`src/rtl/fsm_pkg.sv`:
```
package fsm_pkg;

    localparam int MAX_JOBS     = 64;
    localparam int MAX_MACHINES = 32;
    localparam int TIME_BITS    = 16;

    localparam int JOB_W  = $clog2(MAX_JOBS);
    localparam int MACH_W = $clog2(MAX_MACHINES);
    localparam int CFG_W  = 6;
    localparam int CT_W   = 32;

    localparam logic [1:0] OP_WRITE = 2'd0;
    localparam logic [1:0] OP_CLEAR = 2'd1;
    localparam logic [1:0] OP_SCHED = 2'd2;

    typedef struct packed {
        logic [1:0]           opcode;
        logic [5:0]           job_index;
        logic [4:0]           machine_index;
        logic [TIME_BITS-1:0] proc_time;
    } t_in;

    typedef struct packed {
        logic [CT_W-1:0] makespan;
        logic            saturated;
    } t_out;

    // controls shared by every cell of the row
    typedef struct packed {
        logic                 clear;
        logic                 rd_en;
        logic [JOB_W-1:0]     rd_addr;
        logic                 wr_en;
        logic [JOB_W-1:0]     wr_addr;
        logic [TIME_BITS-1:0] wr_data;
    } t_cell_ctl;

endpackage

```
`src/rtl/fsm_cell.sv`:
```
module fsm_cell
    import fsm_pkg::*;
(
    input  logic            i_clk,
    input  logic            i_rst_n,
    input  t_cell_ctl       i_ctl,
    input  logic            i_wr_sel,
    input  logic            i_active,
    input  logic            i_tok,
    input  logic [CT_W-1:0] i_left,
    output logic            o_tok,
    output logic [CT_W-1:0] o_ctime,
    output logic            o_clip
);

    // this machine's column of the processing time table
    logic [TIME_BITS-1:0] r_mem [MAX_JOBS];
    logic [TIME_BITS-1:0] r_time;
    logic [CT_W-1:0]      r_ctime;
    logic [CT_W-1:0]      n_ctime;
    logic                 r_tok;
    logic [CT_W-1:0]      w_start;
    logic [CT_W:0]        w_sum;
    logic                 w_upd;

    always_ff @(posedge i_clk) begin
        if (i_ctl.wr_en && i_wr_sel) begin
            r_mem[i_ctl.wr_addr] <= i_ctl.wr_data;
        end
        if (i_ctl.rd_en) begin
            r_time <= r_mem[i_ctl.rd_addr];
        end
    end

    always_comb begin
        w_start = (r_ctime > i_left) ? r_ctime : i_left;
        w_sum   = {1'b0, w_start} + (CT_W+1)'(r_time);
        w_upd   = i_tok && i_active;
        n_ctime = r_ctime;
        if (i_ctl.clear) begin
            n_ctime = '0;
        end else if (w_upd) begin
            n_ctime = w_sum[CT_W] ? '1 : w_sum[CT_W-1:0];
        end
    end

    // token stops at the first machine out of use
    always_ff @(posedge i_clk) begin
        if (!i_rst_n) begin
            r_ctime <= '0;
            r_tok   <= 1'b0;
        end else begin
            r_ctime <= n_ctime;
            r_tok   <= i_tok && i_active;
        end
    end

    assign o_tok   = r_tok;
    assign o_ctime = r_ctime;
    assign o_clip  = w_upd && w_sum[CT_W];

endmodule

```
`config.mk`:
```
export PLATFORM = sky130hd
export DESIGN_NAME = fsm_cell
export DESIGN_NICKNAME = d
export VERILOG_FILES = /design/src/rtl/fsm_pkg.sv /design/src/rtl/fsm_cell.sv
export SDC_FILE = /design/constraint.sdc
export NUM_CORES = 1
export LEC_CHECK = 0
export BUFFER_PORTS_ARGS = -buffer_cell sky130_fd_sc_hd__buf_2
export CAP_MARGIN = 20
export CORE_ASPECT_RATIO = 1.75
export CORE_MARGIN = 4
export CORE_UTILIZATION = 62
export CTS_CLUSTER_DIAMETER = 60
export CTS_CLUSTER_SIZE = 14
export DETAILED_ROUTE_END_ITERATION = 10
export PLACE_DENSITY_LB_ADDON = 0.05
export SLEW_MARGIN = 20
export SYNTH_ARGS = -nofsm -noshare
export SYNTH_HDL_FRONTEND = slang
export SYNTH_SLANG_ARGS = --single-unit
```
`constraint.sdc`:
```
create_clock -name i_clk -period 6.7 [get_ports i_clk]
set_clock_uncertainty 0.1 [all_clocks]
set_input_delay 0.335 -clock i_clk [delete_from_list [all_inputs] [get_ports i_clk]]
set_output_delay 0.335 -clock i_clk [all_outputs]
set_load 0.1 [all_outputs]
```
==> results.toml <==
[global_route]
grt_antenna_before_repair = 3
grt.total_usage = 0.267
grt_first_pass_wirelength_mm = 144
first_global_vias = 21665
grt_start_max_net_pins = 101
grt_remaining_overflow = 0

[floorplan]
start_util = 0.629
placeable_area_um2 = 68800
pin_count = 102
dieHeight_um = 357
rows = 127
die_width_um = 208
die_area_um2 = 74300

[worst_setup_path]
timing.critical_path.slowest_stage_cell = "sky130_fd_sc_hd__nor4_1"
setup.reg_to_reg.worst_slack_ns = 0.71
timing.critical_path.max_delay_family = "compound AO/OA/AOI/OAI gates"
timing_worst_setup_path_type = "flip-flop to output port"
data_arrival_time_of_the_critical_path_ns = 5.76
data_required_time_of_the_worst_path_ns = 6.26
path_common_cell = "sky130_fd_sc_hd__ha_1"
rr_endpoint = "o_ctime[23]$_SDFFE_PP0P_"
crit_fanout = 18
r2r.worst_path.cells = 18
endpoint_kind = "output port"
number_of_buffers_and_inverters_on_the_critical_path = 3
worst_r2r_startpoint = "o_ctime[30]$_SDFFE_PP0P_"
crit_path_start_kind = "flip-flop"
max_stage_delay_ns = 0.44
path_cells = "ha_1 > nand4_2 > nor4_1 > a21bo_2 > a31oi_1 > nor2_4 > o21ai_0 > ha_1 > inv_1 > fa_1 > nor2b_1 > o31ai_1 > a21oi_1 > o2111ai_2 > buf_4 > and2_0 > a21o_1 > nor2_1 > clkbuf_4"

[pwr]
seq_power_share = 0.574
combPwrFrac = 0.072
clockPowerShare = 0.355
power-per-cell-area_nw_per_um2 = 271
vdd_drop_max_mv = 0.263
netSwitchingPower_mw = 2.74
leakagePower_nw = 15.4
power.share.switching = 0.211
internal_power_mw = 10.2

[clock_network]
clock_tree.root_cell = "sky130_fd_sc_hd__clkbuf_16"
clock_tree_from_tritoncts = "built"
post_cts_clock_slew_at_the_launch_and_capture_registers_of_the_worst_setup_and_hold_paths_ns = 0.07
cts_sinks = 1073
cts_max_level = 3
cts_buffer_depth = 3
cts_buffers = 87
clock_latency_ns = 0.65

[place]
io_buffer_count = 101
pre_cts_slack_ns = 0.911
place.detailed.hpwl_mm = 60.8
gp_congestion = 0.866
placedCellCount = 3012

[cells_and_area]
post_route_cells_drive_above_1_share = 0.294
layout_stage_area_growth_over_the_synthesis_result_pct = 10.2
layout_nets = 2323
non_filler_cells_final = 3133

[routing]
num_vias = 20615
detail_route.first_pass.iterations = 6
wire_per_inst_um = 30.8
drc = 0
drt_iter0_markers = 2158
post_drt_via_cell_ratio = 6.58
postRouteWirelength_mm = 96.5
route.antenna.remaining_nets = 0

[worst_hold_path]
hold_path.class = "primary input to flip-flop"
timing.hold.worst_path_depth = 1
timing.hold.worst.start = "i_ctl[29]"
worstHoldEndpoint = "r_time[13]$_DFFE_PP_"

[synthesis]
ys_ff_latch = 1073
syn-cell-area_um2 = 43300
synthDominantCellAreaShare = 0.722
synth-async-reset-ratio = 0
netlist_top_cells_count = "sky130_fd_sc_hd__edfxtp_1 (1040), sky130_fd_sc_hd__mux4_2 (336), sky130_fd_sc_hd__nor2_1 (91), sky130_fd_sc_hd__clkbuf_1 (60), sky130_fd_sc_hd__o21ai_0 (52)"
netlist.top_cell.by_area = "sky130_fd_sc_hd__edfxtp_1"
mean_area_per_synthesized_cell_um2 = 21.4
syn_inst = 2025
synth_enable_flop_cells = 1040
ys.flop_type = "sky130_fd_sc_hd__edfxtp_1"
seq_area_frac_synth = 0.737
synthesis.yosys.warnings = 0
cell_with_the_most_instances_after_synthesis = "sky130_fd_sc_hd__edfxtp_1"
synth.distinct_cells = 64
syn_nets = 2143
yosys-top-cells-area = "sky130_fd_sc_hd__edfxtp_1 (72%), sky130_fd_sc_hd__mux4_2 (17%), sky130_fd_sc_hd__dfxtp_1 (1.5%)"

[timing]
report.final.hold_viol_count = 0
layout_setup_ws_ns = 0.505
drv_slew = 0
setup-tns-final_ns = 0
tightestPinTransition_ns = 1.03
finalSetupViolCount = 0
grt_setup_unrepaired = "no"
max_freq_mhz = 161
rel_slew_slack = 0.315
fin_crit_ns = 6.19
final_min_period_over_clock_period = 0.925

[flow_run]
max-cap-violations = 0

[status]
status = "finished clean"
-- power by group through the flow --
stage / Sequential [mW] / Clock [mW] / Combinational (mW)
5_1_grt: 7.42 / 4.99 / 0.998
3_3_place_gp: 7.57 / 0 / 0.914
4_1_cts: 7.43 / 4.69 / 0.934
3_5_place_dp: 7.57 / 0 / 0.929
2_1_floorplan: 7.61 / 0 / 0.535
6_report: 7.42 / 4.59 / 0.927
-- worst max path at each step --
stage,start,to,slack [ns],cells after the start
finish,o_ctime[30]$_SDFFE_PP0P_,o_clip,0.51,19
global route,o_ctime[30]$_SDFFE_PP0P_,o_clip,0.05,19
CTS,o_ctime[30]$_SDFFE_PP0P_,o_clip,0.30,19
detailed placement,i_left[23],o_clip,0.91,21
global placement,i_left[11],o_clip,1.15,21
floorplan,o_ctime[30]$_SDFFE_PP0P_,o_clip,0.07,19
-- final cells by class --
type / count / area, um^2
Antenna cell: 2 / 5.00
Clock buffer: 105 / 2310
Clock inverter: 7 / 83.8
Fill cell: 4207 / 21100
Inverter: 39 / 146
Multi-Input combinational cell: 815 / 10800
Sequential cell: 1073 / 31900
Tap cell: 903 / 1130
Timing Repair Buffer: 189 / 1300
-- worst reg2reg max path: cells and delay by family, from the launching register on --
kind / cells / cell delay (ns)
AO/OA/AOI/OAI: 5 / 0.97
buffers and inverters: 2 / 0.76
adder cells (fa/ha/maj): 2 / 0.71
flip-flops: 1 / 0.40
multiplexers: 1 / 0.41
AND/OR/NAND/NOR: 8 / 2.50
-- placed cells by master, fill, tap and decap left out, drive strengths merged, types with 3 or more instances in the layout --
master and n:
edfxtp 1040, mux4 336, buf 182, clkbuf 106
nor2 92, o21ai 52, ha 49, a21oi 48
nand2 43, inv 42, dfxtp 33, nand3 18
xor2 18, xnor2 18, mux2 15, a31oi 14
and3 11, nand4 11, mux2i 10, nor2b 7
a211oi 7, dlygate4sd3 6, nor3 5, or3 5
a21o 5, o21a 4, nand2b 4, nor4 4
o2111ai 4, and2 4, nand3b 3, a221oi 3
o311ai 3
-- kinds of logic after synthesis --
| family | count (synthesis) | synth area share |
|---|---|---|
| adders and majority gates | 50 | 0.0146 |
| and+or+nand+nor | 216 | 0.0242 |
| muxes | 361 | 0.181 |
| xor gates and xnor gates | 36 | 0.00729 |
| buffers and inverters | 137 | 0.0132 |
| AOI/OAI and AO/OA | 152 | 0.0226 |
| DFF | 1073 | 0.737 |
-- layer usage --
layer / up-vias / wire length [um] / track usage
met5: - / 0 / 0
li1: 8783 / - / -
met1: 10895 / 35000 / 0.345
met3: 136 / 6210 / 0.0443
met2: 801 / 52400 / 0.473
met4: 0 / 2900 / 0.0826
-- per-stage QoR --
step	hold slack [ns]	util	instance area [um^2]	power (mW)
after CTS	0.00608	0.692	47600	13.1
after global routing	0.0309	0.693	47700	13.4
final	0.0395	0.693	47700	12.9
after global placement	0.454	0.656	45200	8.48
after detailed placement	0.455	0.656	45200	8.50
after floorplan	0.334	-	43300	8.15
-- state kept, by name (all words and copies together), names as in the netlist --
register	flops
r_mem	1024
o_ctime	32
r_time	16
o_tok	1
-- repair_timing --
action,CTS,global route
hold buffers,6,0
setup buffers,0,0
endpoints found under the hold margin,5,0
gates resized for setup,0,1
setup endpoints to repair,0,1
No activity file was read; power rests on OpenSTA's default activity.
